### src/sv/seqrx_pkg.sv
`default_nettype none

package seqrx_pkg;

	localparam int unsigned PROGRESS_EVERY_DEF = 5;
	localparam int unsigned MAX_PACKET_BYTES   = 4096;
	localparam logic [3:0]  FAIL_LIMIT_RESET   = 4'd5;
	localparam logic [15:0] GIVE_UP_ACK        = 16'hFFFF;
	localparam logic [31:0] CRC_POLY           = 32'hEDB88320;

	typedef enum logic [1:0] {
		FUNC_HEADER = 2'd0,
		FUNC_DATA   = 2'd1,
		FUNC_POLL   = 2'd2,
		FUNC_NONE   = 2'd3
	} func_t;

	typedef enum logic [1:0] {
		KIND_HEADER = 2'd0,
		KIND_DATA   = 2'd1,
		KIND_END    = 2'd2,
		KIND_POLL   = 2'd3
	} kind_t;

	typedef enum logic [3:0] {
		ST_OK        = 4'd0,
		ST_SHORT     = 4'd1,
		ST_BUSY_ACK  = 4'd2,
		ST_UNEXPECT  = 4'd3,
		ST_TOPIC     = 4'd4,
		ST_BOUNDS    = 4'd5,
		ST_SKIP      = 4'd6,
		ST_DUPLICATE = 4'd7,
		ST_CRC_MISS  = 4'd8,
		ST_CRC_BAD   = 4'd9,
		ST_COMPLETE  = 4'd10
	} status_t;

	typedef enum logic [1:0] {
		EV_NONE     = 2'd0,
		EV_ACK      = 2'd1,
		EV_PROGRESS = 2'd2
	} event_t;

	// reflected CRC-32, one byte, complemented in and out
	function automatic logic [31:0] crc32_byte(input logic [31:0] crc, input logic [7:0] b);
		logic [31:0] c;
		c = ~crc ^ {24'd0, b};
		for (int i = 0; i < 8; i++) begin
			c = c[0] ? ((c >> 1) ^ CRC_POLY) : (c >> 1);
		end
		return ~c;
	endfunction

endpackage

`default_nettype wire

### src/sv/sequenced_transfer_receiver_unit.sv
// Flow: a word accepted on s_axis is captured in the input register, decoded from there, and its
//   result word is registered in the result register and offered on m_axis.
// Throughput: one word per cycle unless s_axis stalls; the per-byte CRC-32 update is one
//   8-step combinational fold. A result word held back by m_axis_tready stalls s_axis only
//   once the input register is full. Words with selector 3 produce no result word.
// Reset: arst_n clears all transfer state, both pipeline valids and sets fail_limit to 5.
`default_nettype none

module sequenced_transfer_receiver_unit #(
	parameter int unsigned PROGRESS_EVERY = seqrx_pkg::PROGRESS_EVERY_DEF
) (
	input  wire logic        clk,
	input  wire logic        arst_n,
	// configuration: fail_limit
	input  wire logic        cfg_we,
	input  wire logic [3:0]  cfg_wdata,
	// input stream
	input  wire logic        s_axis_tvalid,
	output      logic        s_axis_tready,
	// tdata, low bit up: topic_id[7:0], pkt_no[15:0], pkt_total[15:0],
	//   data_length[12:0], short_header, data_byte[7:0], link_ready, one zero pad bit
	input  wire logic [63:0] s_axis_tdata,
	// tuser: func[1:0]
	input  wire logic [1:0]  s_axis_tuser,
	// result stream
	output      logic        m_axis_tvalid,
	input  wire logic        m_axis_tready,
	// tdata, low bit up: status[3:0], data_out[7:0], packet_offset[15:0], last_pkt,
	//   event_kind[1:0], event_value[15:0], one zero pad bit
	output      logic [47:0] m_axis_tdata,
	// tuser, low bit up: result_kind[1:0], deliver
	output      logic [2:0]  m_axis_tuser
);

	import seqrx_pkg::*;

	// expected_packet modulo PROGRESS_EVERY is tracked alongside it, so the progress
	// trigger needs no divider
	localparam int unsigned MW         = $clog2(PROGRESS_EVERY + 1);
	localparam int unsigned FFFF_MOD_I = 65535 % PROGRESS_EVERY;
	localparam logic [MW-1:0] FFFF_MOD = MW'(FFFF_MOD_I);
	localparam logic [MW-1:0] MOD_TOP  = MW'(PROGRESS_EVERY - 1);

	typedef struct packed {
		logic          tv;     // transfer valid
		logic [7:0]    topic;
		logic [15:0]   exp;    // expected packet
		logic [MW-1:0] emod;   // exp modulo PROGRESS_EVERY
		logic [15:0]   total;
		logic [31:0]   crc;    // running CRC
		logic [3:0]    fc;     // failure count
		logic          ap;     // ack pending
		logic          pp;     // progress pending
		logic [15:0]   ackv;
		logic          pa;     // packet accepted
		logic          fp;     // final packet
		logic [12:0]   bi;     // byte index
		logic [12:0]   pl;     // packet length
		logic [31:0]   rc;     // received CRC
	} st_t;

	function automatic st_t f_send_ack(st_t s, logic [15:0] v, logic [MW-1:0] vm);
		s.ackv = v;
		s.exp  = v;
		s.emod = vm;
		s.ap   = 1'b1;
		s.pp   = 1'b0;
		return s;
	endfunction

	function automatic st_t f_drop(st_t s, logic [15:0] to, logic [MW-1:0] tm);
		s.tv   = 1'b0;
		s.exp  = to;
		s.emod = tm;
		if (to == 16'd0) begin
			s.total = 16'd0;
			s.crc   = 32'd0;
		end
		return s;
	endfunction

	// count a failure; reaching the limit gives up with an all-ones ack
	function automatic st_t f_fail(st_t s, logic [3:0] lim);
		if (s.fc != 4'hF) begin
			s.fc = s.fc + 4'd1;
		end
		if (s.fc >= lim) begin
			s = f_drop(s, 16'd0, '0);
			s = f_send_ack(s, GIVE_UP_ACK, FFFF_MOD);
		end
		return s;
	endfunction

	// registers
	logic [3:0]  fail_limit_q;
	st_t         st_q;
	logic        valid_s1;
	func_t       func_s1;
	logic [7:0]  topic_s1;
	logic [15:0] pnum_s1;
	logic [15:0] ptot_s1;
	logic [12:0] dlen_s1;
	logic        short_s1;
	logic [7:0]  byte_s1;
	logic        ready_s1;
	logic        valid_s2;
	kind_t       kind_s2;
	status_t     status_s2;
	logic        deliver_s2;
	logic [7:0]  dout_s2;
	logic [15:0] offset_s2;
	logic        lastp_s2;
	event_t      ek_s2;
	logic [15:0] ev_s2;

	// decode results
	st_t         st_n;
	logic        has_result;
	kind_t       r_kind;
	status_t     r_status;
	logic        r_deliver;
	logic [7:0]  r_dout;
	logic [15:0] r_offset;
	logic        r_lastp;
	event_t      r_ek;
	logic [15:0] r_ev;
	logic        hdr_ok;
	logic        crc_miss;
	logic        end_r;
	logic [MW-1:0] nmod;
	logic [12:0] crc_start;
	logic [12:0] k_off;
	logic        advance;

	// the stage moves when its result can land in the result register this edge or it has none
	assign advance = valid_s1 && ((func_s1 == FUNC_NONE) || !valid_s2 || m_axis_tready);
	assign s_axis_tready = !valid_s1 || advance;

	always_comb begin
		st_n      = st_q;
		has_result = 1'b1;
		r_kind    = KIND_HEADER;
		r_status  = ST_OK;
		r_deliver = 1'b0;
		r_dout    = 8'd0;
		r_offset  = st_q.exp;
		r_lastp   = 1'b0;
		r_ek      = EV_NONE;
		r_ev      = 16'd0;
		hdr_ok    = 1'b1;
		crc_miss  = 1'b0;
		end_r     = 1'b0;
		nmod      = '0;
		crc_start = st_q.pl - 13'd4;
		k_off     = 13'd0;
		case (func_s1)
			FUNC_HEADER: begin
				st_n.pa = 1'b0;
				st_n.fp = 1'b0;
				st_n.bi = 13'd0;
				st_n.pl = 13'd0;
				st_n.rc = 32'd0;
				if (short_s1) begin
					r_status = ST_SHORT;
				end else if (st_n.ap) begin
					r_status = ST_BUSY_ACK;
				end else begin
					// packet zero restarts the transfer from scratch
					if (pnum_s1 == 16'd0) begin
						st_n       = '0;
						st_n.tv    = 1'b1;
						st_n.topic = topic_s1;
						st_n.total = ptot_s1;
					end else if (!st_n.tv) begin
						if (topic_s1 == st_n.topic && pnum_s1 == st_n.exp) begin
							st_n.tv = 1'b1;
						end else begin
							hdr_ok   = 1'b0;
							r_status = ST_UNEXPECT;
						end
					end
					if (hdr_ok) begin
						if (topic_s1 != st_n.topic) begin
							st_n     = f_fail(st_n, fail_limit_q);
							st_n     = f_send_ack(st_n, 16'd0, '0);
							st_n     = f_drop(st_n, 16'd0, '0);
							r_status = ST_TOPIC;
						end else if (pnum_s1 >= ptot_s1) begin
							st_n     = f_fail(st_n, fail_limit_q);
							r_status = ST_BOUNDS;
						end else if (pnum_s1 > st_n.exp) begin
							// ack what we have, uses expected value after a possible give-up
							st_n     = f_fail(st_n, fail_limit_q);
							st_n     = f_send_ack(st_n, st_n.exp, st_n.emod);
							st_n     = f_drop(st_n, st_n.exp, st_n.emod);
							r_status = ST_SKIP;
						end else if (pnum_s1 < st_n.exp) begin
							r_status = ST_DUPLICATE;
						end else begin
							nmod = (st_n.exp == 16'hFFFF || st_n.emod == MOD_TOP) ?
								'0 : MW'(st_n.emod + 1'b1);
							st_n.exp  = st_n.exp + 16'd1;
							st_n.emod = nmod;
							if (nmod == '0) begin
								st_n.pp = 1'b1;
							end
							if (st_n.exp == st_n.total) begin
								if (dlen_s1 < 13'd4) begin
									st_n     = f_fail(st_n, fail_limit_q);
									st_n     = f_send_ack(st_n, 16'd0, '0);
									r_status = ST_CRC_MISS;
									crc_miss = 1'b1;
								end else begin
									st_n.fp = 1'b1;
								end
							end
							if (!crc_miss) begin
								st_n.pa = 1'b1;
								if ({4'd0, dlen_s1} > 17'(MAX_PACKET_BYTES)) begin
									st_n.pl = 13'(MAX_PACKET_BYTES);
								end else begin
									st_n.pl = dlen_s1;
								end
							end
						end
					end
				end
				r_lastp  = st_n.fp;
				r_offset = st_n.exp;
			end
			FUNC_DATA: begin
				r_kind = KIND_DATA;
				if (st_q.pa && st_q.bi < st_q.pl) begin
					r_lastp = st_q.fp;
					if (!st_q.fp || st_q.bi < crc_start) begin
						st_n.crc  = crc32_byte(st_q.crc, byte_s1);
						r_deliver = 1'b1;
						r_dout    = byte_s1;
					end else begin
						// trailing CRC bytes, least significant first
						k_off   = st_q.bi - crc_start;
						st_n.rc = st_q.rc | ({24'd0, byte_s1} << {k_off[1:0], 3'b000});
						end_r   = (st_q.bi == st_q.pl - 13'd1);
					end
					st_n.bi = st_q.bi + 13'd1;
					if (st_n.bi >= st_q.pl) begin
						st_n.pa = 1'b0;
					end
					if (end_r) begin
						r_kind = KIND_END;
						if (st_n.rc != st_n.crc) begin
							st_n     = f_fail(st_n, fail_limit_q);
							st_n     = f_send_ack(st_n, 16'd0, '0);
							r_status = ST_CRC_BAD;
						end else begin
							st_n     = f_send_ack(st_n, st_n.exp, st_n.emod);
							st_n.fc  = 4'd0;
							st_n     = f_drop(st_n, 16'd0, '0);
							r_status = ST_COMPLETE;
						end
						st_n.fp = 1'b0;
					end
				end
			end
			FUNC_POLL: begin
				r_kind = KIND_POLL;
				if (st_q.ap) begin
					r_ek = EV_ACK;
					r_ev = st_q.ackv;
					if (ready_s1) begin
						st_n.ap = 1'b0;
					end
				end else if (st_q.pp) begin
					r_ek = EV_PROGRESS;
					r_ev = st_q.exp;
					if (ready_s1) begin
						st_n.pp = 1'b0;
					end
				end
			end
			default: begin
				has_result = 1'b0;
			end
		endcase
	end

	// control state
	always_ff @(posedge clk or negedge arst_n) begin
		if (!arst_n) begin
			fail_limit_q <= FAIL_LIMIT_RESET;
			st_q         <= '0;
			valid_s1     <= 1'b0;
			valid_s2     <= 1'b0;
		end else begin
			if (cfg_we) begin
				fail_limit_q <= cfg_wdata;
			end
			if (s_axis_tready) begin
				valid_s1 <= s_axis_tvalid;
			end
			if (advance) begin
				st_q <= st_n;
			end
			if (advance && has_result) begin
				valid_s2 <= 1'b1;
			end else if (m_axis_tready) begin
				valid_s2 <= 1'b0;
			end
		end
	end

	// input register
	always_ff @(posedge clk) begin
		if (s_axis_tready && s_axis_tvalid) begin
			func_s1  <= func_t'(s_axis_tuser);
			topic_s1 <= s_axis_tdata[7:0];
			pnum_s1  <= s_axis_tdata[23:8];
			ptot_s1  <= s_axis_tdata[39:24];
			dlen_s1  <= s_axis_tdata[52:40];
			short_s1 <= s_axis_tdata[53];
			byte_s1  <= s_axis_tdata[61:54];
			ready_s1 <= s_axis_tdata[62];
		end
	end

	// result register
	always_ff @(posedge clk) begin
		if (advance && has_result) begin
			kind_s2    <= r_kind;
			status_s2  <= r_status;
			deliver_s2 <= r_deliver;
			dout_s2    <= r_dout;
			offset_s2  <= r_offset;
			lastp_s2   <= r_lastp;
			ek_s2      <= r_ek;
			ev_s2      <= r_ev;
		end
	end

	assign m_axis_tvalid = valid_s2;
	assign m_axis_tdata  = {1'b0, ev_s2, ek_s2, lastp_s2, offset_s2, dout_s2, status_s2};
	assign m_axis_tuser  = {deliver_s2, kind_s2};

endmodule

`default_nettype wire

### config.mk
export PLATFORM = sky130hd
export DESIGN_NAME = sequenced_transfer_receiver_unit
export DESIGN_NICKNAME = d
export VERILOG_FILES = /design/src/sv/seqrx_pkg.sv /design/src/sv/sequenced_transfer_receiver_unit.sv
export SDC_FILE = /design/constraint.sdc
export NUM_CORES = 1
export LEC_CHECK = 0
export ABC_AREA = 1
export BUFFER_PORTS_ARGS = -buffer_cell sky130_fd_sc_hd__buf_2
export CORE_MARGIN = 3
export CORE_UTILIZATION = 50
export CTS_BUF_LIST = sky130_fd_sc_hd__clkbuf_8
export CTS_CLUSTER_DIAMETER = 200
export DETAILED_ROUTE_END_ITERATION = 7
export PLACE_DENSITY = 0.66
export SYNTH_ARGS = -nofsm -noshare
export SYNTH_HDL_FRONTEND = slang
export SYNTH_SLANG_ARGS = --single-unit
### constraint.sdc
create_clock -name clk -period 7.9 [get_ports clk]
set_clock_uncertainty 0.1 [all_clocks]
set_input_delay 0.79 -clock clk [delete_from_list [all_inputs] [get_ports clk]]
set_output_delay 0.79 -clock clk [all_outputs]
set_load 0.03 [all_outputs]
-- Yosys cells after proc, flatten, opt, wreduce, memory -nomap -nowiden
Index checks and enable logic that the tools add are counted.
- mux-type cells: 148
- bitwise gates (word level): 16
- reductions and logical operators: 33
- eq/ne operators: 19
- add/sub/neg operators: 8
- shift operators: 1
- order comparisons: 12
- operators with widths (cell ; count):
    158-bit 2-to-1 mux ; 14
    157-bit 2-to-1 mux ; 11
    32-bit 2-to-1 mux ; 14
    4-bit 2-to-1 mux ; 45
    80-bit case mux with 2 select lines ; 1
    76-bit case mux with 2 select lines ; 1
    149-bit 2-to-1 mux ; 1
    13-bit inverter with 14-bit output ; 8
    99-bit 2-to-1 mux ; 1
    32-bit inverter ; 2
    58-bit 2-to-1 mux ; 1
    16-bit 2-to-1 mux ; 3
    48-bit 2-to-1 mux ; 1
    1-bit 2-to-1 mux ; 41
    16-bit equality test ; 2
    16-bit logical NOT ; 2
    32-bit inequality test ; 1
    32-bit OR ; 1
    8-bit by 5-bit << shifter with 32-bit output ; 1
    32-bit by 8-bit XOR with 32-bit output ; 1
    13-bit less-than comparator ; 2
    13-bit 2-to-1 mux ; 2
    16-bit by 1-bit adder with 16-bit output, second input constant ; 1
    16-bit equality test, second input constant ; 1
    44 further kinds ; 79
- flip-flop bits (word level): 279
- output and inout port bits: 53
- logic and storage cells: 272
- input bits: 75

-- Depth between registers and ports, before layout
Gate-level depths: netlist of run 1.
- depth in word-level cells: 33
- gate-level depth with buffers: 29
- depth with buffers taken out: 27

-- Worst setup path after synthesis of run 1
Ideal clock, no wire load.
- kind: input to register
- start point: input m_axis_tready
- end point: register byte_s1[0] (enable)
- setup slack: 3367 ps
- stages on the path: 4
- data required time: 7312 ps
- arrival time: 3944 ps
- library setup time: 488 ps
- path buffers: 0
- cells stage by stage: inv_1 nand4_1 inv_1 nor2_1
- word-level cells in the longest chain between the ends: 4
- RTL lines (item ; RTL line ; source):
    from (decl) ; sequenced_transfer_receiver_unit.sv:27 ; input wire logic m_axis_tready,
    1-bit logical OR ; sequenced_transfer_receiver_unit.sv:136 ; assign advance = valid_s1 && ((func_s1 == FUNC_NONE) || !valid_s2 || m_axis_tready);
    1-bit logical AND ; sequenced_transfer_receiver_unit.sv:136 ;
    1-bit logical OR ; sequenced_transfer_receiver_unit.sv:137 ; assign s_axis_tready = !valid_s1 || advance;
    via s_axis_tready ; sequenced_transfer_receiver_unit.sv:19 ; output logic s_axis_tready,
    1-bit logical AND ; sequenced_transfer_receiver_unit.sv:314 ; if (s_axis_tready && s_axis_tvalid) begin
    to (signal assigned) ; sequenced_transfer_receiver_unit.sv:321 ; byte_s1 <= s_axis_tdata[61:54];
    to (decl) ; sequenced_transfer_receiver_unit.sv:104 ; logic [7:0] byte_s1;
The timed path passes the listed nets, and every way through them passes these cells.
A chain may end at the register's enable or synchronous reset.

-- Worst setup path after layout of run 1
- start point: register st_q[34] (netlist bit)
- end point: register st_q[104] (netlist bit)
- word-level cells in the longest chain between the ends: 11
- elaborated cells between the ends (all ways): 24
- classes of those cells: add/sub: 2; order compare: 2; eq/ne: 3; mux: 14; reduce/logical: 3
- RTL lines (item ; RTL line ; source):
    from (decl) ; sequenced_transfer_receiver_unit.sv:96 ; st_t st_q;
    from (signal assigned) ; sequenced_transfer_receiver_unit.sv:302 ; st_q <= st_n;
    13-bit by 3-bit subtractor with 13-bit output ; sequenced_transfer_receiver_unit.sv:154 ; crc_start = st_q.pl - 13'd4;
    13-bit less-than comparator ; sequenced_transfer_receiver_unit.sv:235 ; if (!st_q.fp || st_q.bi < crc_start) begin
    1-bit logical OR ; sequenced_transfer_receiver_unit.sv:235 ;
    32-bit 2-to-1 mux ; sequenced_transfer_receiver_unit.sv:235 ;
    32-bit 2-to-1 mux ; sequenced_transfer_receiver_unit.sv:233 ; if (st_q.pa && st_q.bi < st_q.pl) begin
    32-bit 2-to-1 mux ; sequenced_transfer_receiver_unit.sv:156 ; case (func_s1)
    32-bit inequality test or 158-bit 2-to-1 mux (tied branches) ; sequenced_transfer_receiver_unit.sv:251, sequenced_transfer_receiver_unit.sv:87 ;
    158-bit 2-to-1 mux ; sequenced_transfer_receiver_unit.sv:251 ; if (st_n.rc != st_n.crc) begin
    158-bit 2-to-1 mux ; sequenced_transfer_receiver_unit.sv:249 ; if (end_r) begin
    158-bit 2-to-1 mux ; sequenced_transfer_receiver_unit.sv:233 ;
    80-bit case mux with 2 select lines ; sequenced_transfer_receiver_unit.sv:156 ;
Several ways; a longest one is shown, not always the timed one. The select of a mux whose other input is x is not followed.

==> flow_summary.json, run 1 <==
{
  "clockPowerShare_pct": 21.4,
  "fmax_mhz": 164,
  "synth_compound_area_share_pct": 13.7,
  "cp.required_ns": 8.32,
  "final_max_slew_viol_count": 0,
  "avgSynthCellArea_um2": 6.69,
  "die_h_um": 220,
  "clock_tree.root_cell": "clkbuf_8",
  "ir_worst_vdd_mv": 0.257,
  "post-route-period-util_pct": 77.1,
  "arrival_ns": 6.51,
  "yosysTopAreaCell": "dfrtp_1",
  "synthAdderAreaFrac_pct": 4.93,
  "yosysUniqueCellTypes": 66,
  "htreeDepth": 2,
  "clk_latency_ns": 0.67,
  "min_period_ns": 6.09,
  "syn_to_final_growth_pct": 8.25,
  "post_drt_wl_per_cell_um": 19.8,
  "pwr-share-seq_pct": 27.7,
  "r2r_end": "st_q[104]",
  "whs_path_depth": 1,
  "cts.path.max_buffers": 3,
  "cap_violations": 0,
  "clock_sink_count": 279,
  "nets": 3618,
  "synth_top_family_by_area": "simple AND/OR/NAND/NOR gates",
  "grt-ovfl-total": 0,
  "portBuffers": 125,
  "start_kind": "flip-flop",
  "place_area_mm2": 0.0237,
  "vias": 23500,
  "gp_congestion": 1.01,
  "drt_wl_total_um": 80900,
  "crit_path_end_kind": "flip-flop",
  "n_antenna_cell": 0,
  "p_int_mw": 3.59,
  "cts_setup_buffers": 0,
  "fin_area_mm2": 0.0247,
  "dieArea_mm2": 0.0483,
  "grt_pass1_wl_um": 125000,
  "switchingPower_mw": 3.28,
  "whs_endpoint": "byte_s1[7]",
  "yosys_warnings": 0,
  "status": "finished clean",
  "avgViaCountPerCell": 5.74,
  "utilization_pct": 55.3,
  "start_util_pct": 51.1,
  "fp.dieW_um": 220,
  "p_comb_share_pct": 51.0,
  "synth_edf_count": 115,
  "yosys.area.top_type_share_pct": 17.7,
  "synth.yosys.seq_area_share_pct": 33.1,
  "crit_fanout": 45,
  "drt-pass1-iter-count": 5,
  "synth-xor-area-share_pct": 4.78,
  "power_mw": 6.87,
  "grt_pass1_vias": 22000,
  "slew_headroom_pct": 24.8,
  "hpwlAfterDp_um": 56300,
  "rsz0062_at_grt": "false",
  "worst_hold_slack_ns": 0.191,
  "setup_tns_ns": 0,
  "r2r_start": "st_q[34]",
  "dp.cells": 3991,
  "synth-simple-area-share_pct": 32.4,
  "cts_tree": "yes",
  "drc": 0,
  "ys.flop_type": "dfrtp_1",
  "power_density_mw_per_mm2": 278,
  "core_mm2": 0.0447,
  "antenna_left": 0,
  "async_reset_ff_share_pct": 58.8,
  "pin_count": 128,
  "synthCells": 3417,
  "hold_viol": 0,
  "leakage_nw": 12.4,
  "tightest_slew_ns": 1.13,
  "gr-usage-all-layers_pct": 33.1,
  "worst_hold_startpoint": "s_axis_tdata[61]",
  "r2r_slack_ns": 1.81,
  "netlist_area_mm2": 0.0228,
  "pre_cts_slack_ns": 1.99,
  "r2r_cells": 24,
  "grt_max_degree": 102,
  "synth_area_leaders": "dfrtp_1 (18%), nand2_1 (17%), edfxtp_1 (15%), inv_1 (6.9%), a21oi_1 (5.5%)",
  "synth_nets": 3582,
  "fin_ws_ns": 1.81,
  "holdCritPathClass": "input port to flip-flop",
  "synthMuxAreaShare_pct": 0.0986,
  "path_clk_slew_ns": 0.07,
  "setup_viol": 0,
  "switching_share_pct": 47.8,
  "crit_type": "flip-flop to flip-flop",
  "numCtsBuffers": 51,
  "fillers": 4375,
  "drt_iter0_drc": 2285,
  "final_cells": 4088,
  "synth_seq_cells": 279,
  "antenna_found_initial": 0,
  "num_rows": 77,
  "drive_above_1_share_pct": 9.98
}
critical path, cell delays in order, from the launching register on:
cell     delay [ns]
dfrtp_1        0.45
inv_1          0.23
ha_1           0.31
nand2_1        0.13
nor3_1         0.20
xor2_1         0.18
ha_1           0.26
a21oi_1        0.13
o21ai_0        0.12
a21oi_1        0.33
nand2_2        0.47
nand2_4        0.64
nor2_1         0.08
nor2_1         0.37
inv_1          0.08
nand2_1        0.08
nand2_1        0.10
nor2_1         0.15
nand2_1        0.09
nor2_1         0.10
nand3_1        0.15
nand2_2        0.16
nand2_2        0.50
a21oi_1        0.37
a21oi_1        0.10
routing by layer:
metal / wire length (µm) / GRT usage, %
met5: 0 / 0
met4: 3880 / 15.1
met3: 5860 / 4.85
met2: 37200 / 54.0
met1: 34000 / 43.8
kinds of logic after synthesis:
family	after synthesis
simple gates	1754
buf+inv	617
compound gates	563
flops	279
xor+xnor	111
fa+ha+maj	90
mux	2
other cells	1
cells in the mapped netlist, drive strengths merged, types with 2 or more instances:
cell type	number
o21a	17
a211oi	6
a21oi	260
dfstp	2
a221oi	3
nand4	39
nor2	333
a31oi	3
nor4	15
o21bai	2
nand3b	9
o22ai	62
ha	90
nor3	54
mux2	2
nand2	1041
nand3	253
xor2	84
o21ai	188
o211ai	6
clkinv	2
o211a	2
xnor2	26
a41oi	5
edfxtp	115
buf	76
or2	8
clkbuf	97
inv	442
dfrtp	162
a2111oi	2
worst max-delay path by stage:
| stage | start | end | slack (ns) | cells past startpoint |
|---|---|---|---|---|
| detailed placement | st_q[34] | st_q[104] | 1.99 | 24 |
| finish | st_q[34] | st_q[104] | 1.81 | 24 |
| floorplan | m_axis_tready | byte_s1[0] | 3.37 | 4 |
| CTS | st_q[34] | st_q[104] | 1.97 | 24 |
| global route | st_q[34] | st_q[105] | 1.53 | 24 |
| global placement | st_q[34] | st_q[105] | 2.08 | 24 |
final cells by class:
| type | instances | area (µm²) | share of cell area, % |
|---|---|---|---|
| clock buffer | 57 | 785 | 3.17 |
| clock inverter | 39 | 275 | 1.11 |
| sequential | 279 | 7560 | 30.6 |
| inverter | 444 | 1670 | 6.74 |
| timing repair buffer | 156 | 880 | 3.56 |
| tap | 592 | 741 | 2.99 |
| multi-input combinational | 2521 | 12800 | 51.9 |
cell usage in the layout (no fill, tap or decap), types with 51 or more instances in the layout:
cell type  count
inv_1        436
nor3_1        51
nand3_1      244
o21ai_0      147
a21oi_1      249
buf_2        124
o22ai_1       62
xor2_1        79
nor2_1       318
edfxtp_1     115
dfrtp_1      162
clkbuf_8      57
nand2_1     1016
ha_1          90
registers in the layout, summed over array words and instances, names as in the netlist:
| name | flops |
|---|---|
| kind_s2 | 2 |
| dout_s2 | 8 |
| byte_s1 | 8 |
| status_s2 | 4 |
| m_axis_tvalid | 1 |
| topic_s1 | 8 |
| deliver_s2 | 1 |
| ready_s1 | 1 |
| ek_s2 | 2 |
| func_s1 | 2 |
| dlen_s1 | 13 |
| ev_s2 | 16 |
| st_q | 158 |
| fail_limit_q | 4 |
| short_s1 | 1 |
| lastp_s2 | 1 |
| ptot_s1 | 16 |
| pnum_s1 | 16 |
| valid_s1 | 1 |
| offset_s2 | 16 |
power groups by stage:
stage | clock (mW) | sequential [mW] | combinational (mW)
after CTS | 1.50 | 1.89 | 3.45
after global placement | 0 | 1.91 | 3.37
final | 1.47 | 1.90 | 3.50
after global routing | 1.57 | 1.92 | 3.91
after floorplan | 0 | 1.91 | 2.51
after detailed placement | 0 | 1.92 | 3.43
repair_timing:
action / CTS / global route
hold buffers: 1 / 0
gates resized for setup: 0 / 0
hold endpoints to repair: 37 / 0
Power figures use the tool's default switching activity.
==> inputs of run 2 (changes only) <==
--- a/config.mk
+++ b/config.mk
@@ -12,7 +12,7 @@
 export CTS_BUF_LIST = sky130_fd_sc_hd__clkbuf_8
 export CTS_CLUSTER_DIAMETER = 200
 export DETAILED_ROUTE_END_ITERATION = 7
-export PLACE_DENSITY = 0.66
+export PLACE_DENSITY = 0.69
 export SYNTH_ARGS = -nofsm -noshare
 export SYNTH_HDL_FRONTEND = slang
 export SYNTH_SLANG_ARGS = --single-unit
==> constraint.sdc (replaced) <==
create_clock -name clk -period 5 [get_ports clk]
set_clock_uncertainty 0.1 [all_clocks]
set_input_delay 0.5 -clock clk [delete_from_list [all_inputs] [get_ports clk]]
set_output_delay 0.5 -clock clk [all_outputs]
set_load 0.03 [all_outputs]
==> flow_summary.json, run 2 (same netlist as run 1, synthesis figures left out) <==
{
  "status": "finished clean",
  "start_util_pct": 51.1,
  "numCtsBuffers": 53,
  "path_cells": "nor2_1, nand2_1, nor2_2, nand2_4, inv_4, nor2_1, inv_1, ha_1, inv_1, o21bai_1, a221oi_1, o221ai_1, nand2_1, nand2_1, inv_1, buf_4, nor2_1, inv_2, nand2_1, nand2_1, o21ai_0, o21ai_1, o22ai_1",
  "fmax_mhz": 212,
  "final_common_cell": "nand2_1",
  "min_period_ns": 4.71,
  "slew_headroom_pct": 33.0,
  "clk_latency_ns": 0.64,
  "setup_viol": 0,
  "worst_hold_slack_ns": 0.0837,
  "core_mm2": 0.0447,
  "post_drt_wl_per_cell_um": 19.5,
  "arrival_ns": 4.94,
  "holdCritPathClass": "input port to flip-flop",
  "tightest_slew_ns": 1.00,
  "drt-pass1-iter-count": 6,
  "fin_ws_ns": 0.288,
  "gp_congestion": 0.974,
  "final_cell_mix": "nand2_1 (1,016), inv_1 (428), nor2_1 (316), a21oi_1 (248), nand3_1 (243)",
  "antenna_found_initial": 1,
  "drt_iter0_drc": 2980,
  "grt_max_degree": 102,
  "slowest_delay_ns": 0.51,
  "syn_to_final_growth_pct": 14.5,
  "pin_count": 128,
  "leakage_nw": 13.1,
  "hold_viol": 0,
  "route.met3.wl_um": 7400,
  "vias": 24300,
  "power_density_mw_per_mm2": 452,
  "r2r_slack_ns": 0.29,
  "htreeDepth": 2,
  "utilization_pct": 58.5,
  "start_kind": "flip-flop",
  "avgViaCountPerCell": 5.74,
  "die_h_um": 220,
  "cap_violations": 0,
  "gr-usage-all-layers_pct": 33.3,
  "ir_worst_vdd_mv": 0.246,
  "highest_layer": "met4",
  "clock_sink_count": 279,
  "largest_reg_flops": 158,
  "cp.required_ns": 5.23,
  "final_cells": 4235,
  "fp.dieW_um": 220,
  "largest-register": "st_q",
  "crit_path_end_kind": "flip-flop",
  "crit_slowest_cell": "edfxtp_1",
  "grt_pass1_wl_um": 126000,
  "pre_cts_slack_ns": 0.129,
  "cts.path.max_buffers": 3,
  "crit_type": "flip-flop to flip-flop",
  "nets": 3763,
  "grt_pass1_vias": 22400,
  "drt_wl_total_um": 82500,
  "crit_fanout": 20,
  "final_max_slew_viol_count": 0,
  "grt-ovfl-total": 0,
  "dieArea_mm2": 0.0483,
  "post-route-period-util_pct": 94.2,
  "num_rows": 77,
  "hpwlAfterDp_um": 57300,
  "clock_tree.root_cell": "clkbuf_8",
  "wl_met1_um": 35000,
  "portBuffers": 125,
  "drc": 0,
  "wl_met2_um": 37300,
  "path_clk_slew_ns": 0.07,
  "cts_tree": "yes",
  "crit_top_cell": "nand2_1",
  "drive_above_1_share_pct": 11.8,
  "dp.cells": 4058,
  "antenna_left": 0
}
==> run 2: area by class of cell <==
cell class	instances	area (µm²)
clock inverters	45	353
inverters	444	1670
diodes	1	2.50
flip-flops and latches	279	7560
clock buffers	54	743
multi-input cells	2523	12900
repair buffers	297	2200
fillers	4284	18500
well taps	592	741
==> run 2: layer usage <==
layer  global-route usage (%)  up-vias
met3                     5.05      198
met2                     53.1     1230
met1                     46.0    11500
li1                         -    11400
met4                     12.1        0
met5                        0        -
==> run 2: final timing paths <==
check / cells after the start / startpoint / endpoint
worst max-delay path: 23 / pnum_s1[7] / offset_s2[6]
worst min-delay path: 4 / m_axis_tready / m_axis_tvalid
worst max register to register: 23 / pnum_s1[7] / offset_s2[6]
worst min register to register: 2 / st_q[126] / st_q[126]
max in group asynchronous: 3 / arst_n / st_q[152]
min in group asynchronous: 2 / arst_n / st_q[53]
==> run 2: per-stage QoR <==
step / area (µm²) / power [mW] / TNS (ns)
after floorplan: 22800 / 6.99 / 0
after global placement: 24200 / 9.05 / 0
after detailed placement: 24200 / 9.16 / 0
after CTS: 26000 / 11.6 / 0
after global routing: 26200 / 12.6 / -0.777
final: 26200 / 11.8 / 0
==> run 2: what timing repair did <==
| action | 4_1_cts | 5_1_grt |
|---|---|---|
| hold buffers | 73 | 0 |
| gates resized for setup | 0 | 14 |
| setup endpoints to repair | 0 | 77 |
| endpoints found under the hold margin | 141 | 0 |
| setup buffers | 0 | 1 |
==> run 2: worst max-delay path: cells and delay by family (launching register included) <==
| family | cells | cell delay [ns] |
|---|---|---|
| compound gates | 6 | 1.15 |
| fa+ha+maj | 1 | 0.23 |
| buf+inv | 6 | 0.73 |
| flops | 1 | 0.51 |
| simple gates | 10 | 1.68 |
==> run 2: power by group <==
part | leakage [nW] | internal (mW) | switching (mW)
Combinational | 9.20 | 2.15 | 4.27
Clock | 0.610 | 1.32 | 1.07
Sequential | 3.25 | 2.73 | 0.282
==> inputs of run 3 (changes only) <==
--- a/config.mk
+++ b/config.mk
@@ -12,7 +12,8 @@
 export CTS_BUF_LIST = sky130_fd_sc_hd__clkbuf_8
 export CTS_CLUSTER_DIAMETER = 200
 export DETAILED_ROUTE_END_ITERATION = 7
-export PLACE_DENSITY = 0.69
+export PLACE_DENSITY = 0.77
+export RECOVER_POWER = 25
 export SYNTH_ARGS = -nofsm -noshare
 export SYNTH_HDL_FRONTEND = slang
 export SYNTH_SLANG_ARGS = --single-unit
==> flow_summary.json, run 3 (same netlist as run 1, synthesis figures left out) <==
{
  "cts_resized": 0,
  "wl_met2_um": 33100,
  "route.met3.wl_um": 8220,
  "post_drt_wl_per_cell_um": 17.9,
  "drc": 0,
  "arrival_ns": 5.10,
  "n_antenna_cell": 0,
  "grt-ovfl-total": 0,
  "pin_count": 128,
  "min_period_ns": 4.70,
  "core_mm2": 0.0447,
  "highest_layer": "met5",
  "largest-register": "st_q",
  "drt_wl_total_um": 74800,
  "leakage_nw": 12.9,
  "start_util_pct": 51.1,
  "path_clk_slew_ns": 0.06,
  "antenna_left": 0,
  "cts_tree": "yes",
  "gp_congestion": 1.00,
  "power_density_mw_per_mm2": 423,
  "ir_worst_vdd_mv": 0.330,
  "hpwlAfterDp_um": 51600,
  "final_max_slew_viol_count": 82,
  "largest_reg_flops": 158,
  "htreeDepth": 2,
  "drt_iter0_drc": 2626,
  "hold_viol": 0,
  "wl_met1_um": 30900,
  "vias": 23500,
  "avgViaCountPerCell": 5.62,
  "fin_ws_ns": 0.297,
  "portBuffers": 125,
  "antenna_found_initial": 1,
  "fmax_mhz": 213,
  "cts.path.max_buffers": 3,
  "grt_pass1_wl_um": 118000,
  "start_kind": "flip-flop",
  "gr-usage-all-layers_pct": 30.7,
  "final_cell_mix": "nand2_1 (1,017), inv_1 (429), nor2_1 (318), a21oi_1 (249), nand3_1 (244)",
  "clock_tree.root_cell": "clkbuf_8",
  "crit_path_end_kind": "flip-flop",
  "place_area_mm2": 0.0240,
  "num_rows": 77,
  "post-route-period-util_pct": 94.1,
  "drive_above_1_share_pct": 10.4,
  "pre_cts_slack_ns": 0.452,
  "numCtsBuffers": 51,
  "final_common_cell": "nand2_1",
  "drt-pass1-iter-count": 6,
  "violations": "capacitance limit, slew limit",
  "nets": 3722,
  "setup_tns_ns": 0,
  "clock_sink_count": 279,
  "utilization_pct": 57.6,
  "grt_pass1_vias": 21600,
  "power_mw": 10.9,
  "holdCritPathClass": "input port to flip-flop",
  "fin_area_mm2": 0.0258,
  "cap_violations": 1,
  "die_h_um": 220,
  "crit_fanout": 32,
  "cp.required_ns": 5.39,
  "grt_max_degree": 102,
  "clk_latency_ns": 0.64,
  "slew_headroom_pct": -46.4,
  "crit_type": "flip-flop to flip-flop",
  "fp.dieW_um": 220,
  "rsz0062_at_grt": "false",
  "setup_viol": 0,
  "dieArea_mm2": 0.0483,
  "status": "finished, violations left",
  "syn_to_final_growth_pct": 12.7,
  "tightest_slew_ns": 2.20
}
## run 3: cell count changes in the layout (fill, tap and decap cells not counted), sizes merged
cell | previous run | this run
dlygate4sd3 | 73 | 72
o21ai | 190 | 188
clkbuf | 55 | 62
inv | 454 | 455
clkinv | 28 | 22
buf | 223 | 182
diode | 1 | 0
bufinv | 6 | 5
## run 3: final timing paths
| path | startpoint | endpoint | slack (ns) | cells after the start |
|---|---|---|---|---|
| worst min register to register | st_q[122] | st_q[122] | 0.38 | 2 |
| worst max register to register | st_q[34] | st_q[104] | 0.30 | 25 |
| worst max-delay path | st_q[34] | st_q[104] | 0.30 | 25 |
| worst min-delay path | cfg_we | fail_limit_q[3] | 0.05 | 2 |
| min in group asynchronous | arst_n | st_q[40] | 0.92 | 2 |
| max in group asynchronous | arst_n | st_q[129] | 2.16 | 3 |
## run 3: power breakdown
| group | internal [mW] | switching [mW] |
|---|---|---|
| registers | 2.73 | 0.261 |
| logic | 1.75 | 3.81 |
| clock network | 1.29 | 1.05 |
| total | 5.77 | 5.12 |
## run 3: repair_timing
action | in CTS | in global routing
buffers inserted | 0 | 0
hold buffers | 72 | 0
endpoints found under the hold margin | 147 | 0
## run 3: cell type report
cell class	count	area, µm²
fill	4228	18900
multi-input combinational	2521	12800
sequential	279	7560
timing repair buffer	260	1890
inverter	444	1670
clock buffer	56	771
tap	592	741
clock inverter	39	299
## run 3: metal layers
layer / global-route usage, % / vias up
met5: 0 / -
met4: 11.1 / 2
met3: 6.87 / 211
met2: 47.8 / 1222
met1: 41.9 / 10800
li1: - / 11300
## run 3: metrics by stage
stage / hold WS (ns) / instances
4_1_cts: 0.0144 / 4191
5_1_grt: 0.0407 / 4191
3_3_place_gp: 0.365 / 4024
3_5_place_dp: 0.365 / 4024
6_report: 0.0506 / 4191
2_1_floorplan: 0.104 / 3417
## run 3: critical path, stage by stage (launching register included)
cell	delay [ns]
dfrtp_1	0.43
nor3_2	0.27
nand3_1	0.14
nor3_1	0.34
xor2_1	0.13
ha_1	0.29
nand2_1	0.08
nor4_1	0.28
buf_4	0.17
o21ai_1	0.15
nand2_2	0.16
nand2_4	0.11
buf_12	0.20
o21ai_1	0.27
inv_1	0.09
nand2_1	0.10
nand2_1	0.07
nor2_1	0.11
nand2_1	0.06
nor2_1	0.11
nand3_1	0.15
nand2_2	0.16
nand2_2	0.08
buf_12	0.19
a21oi_1	0.17
a21oi_1	0.10
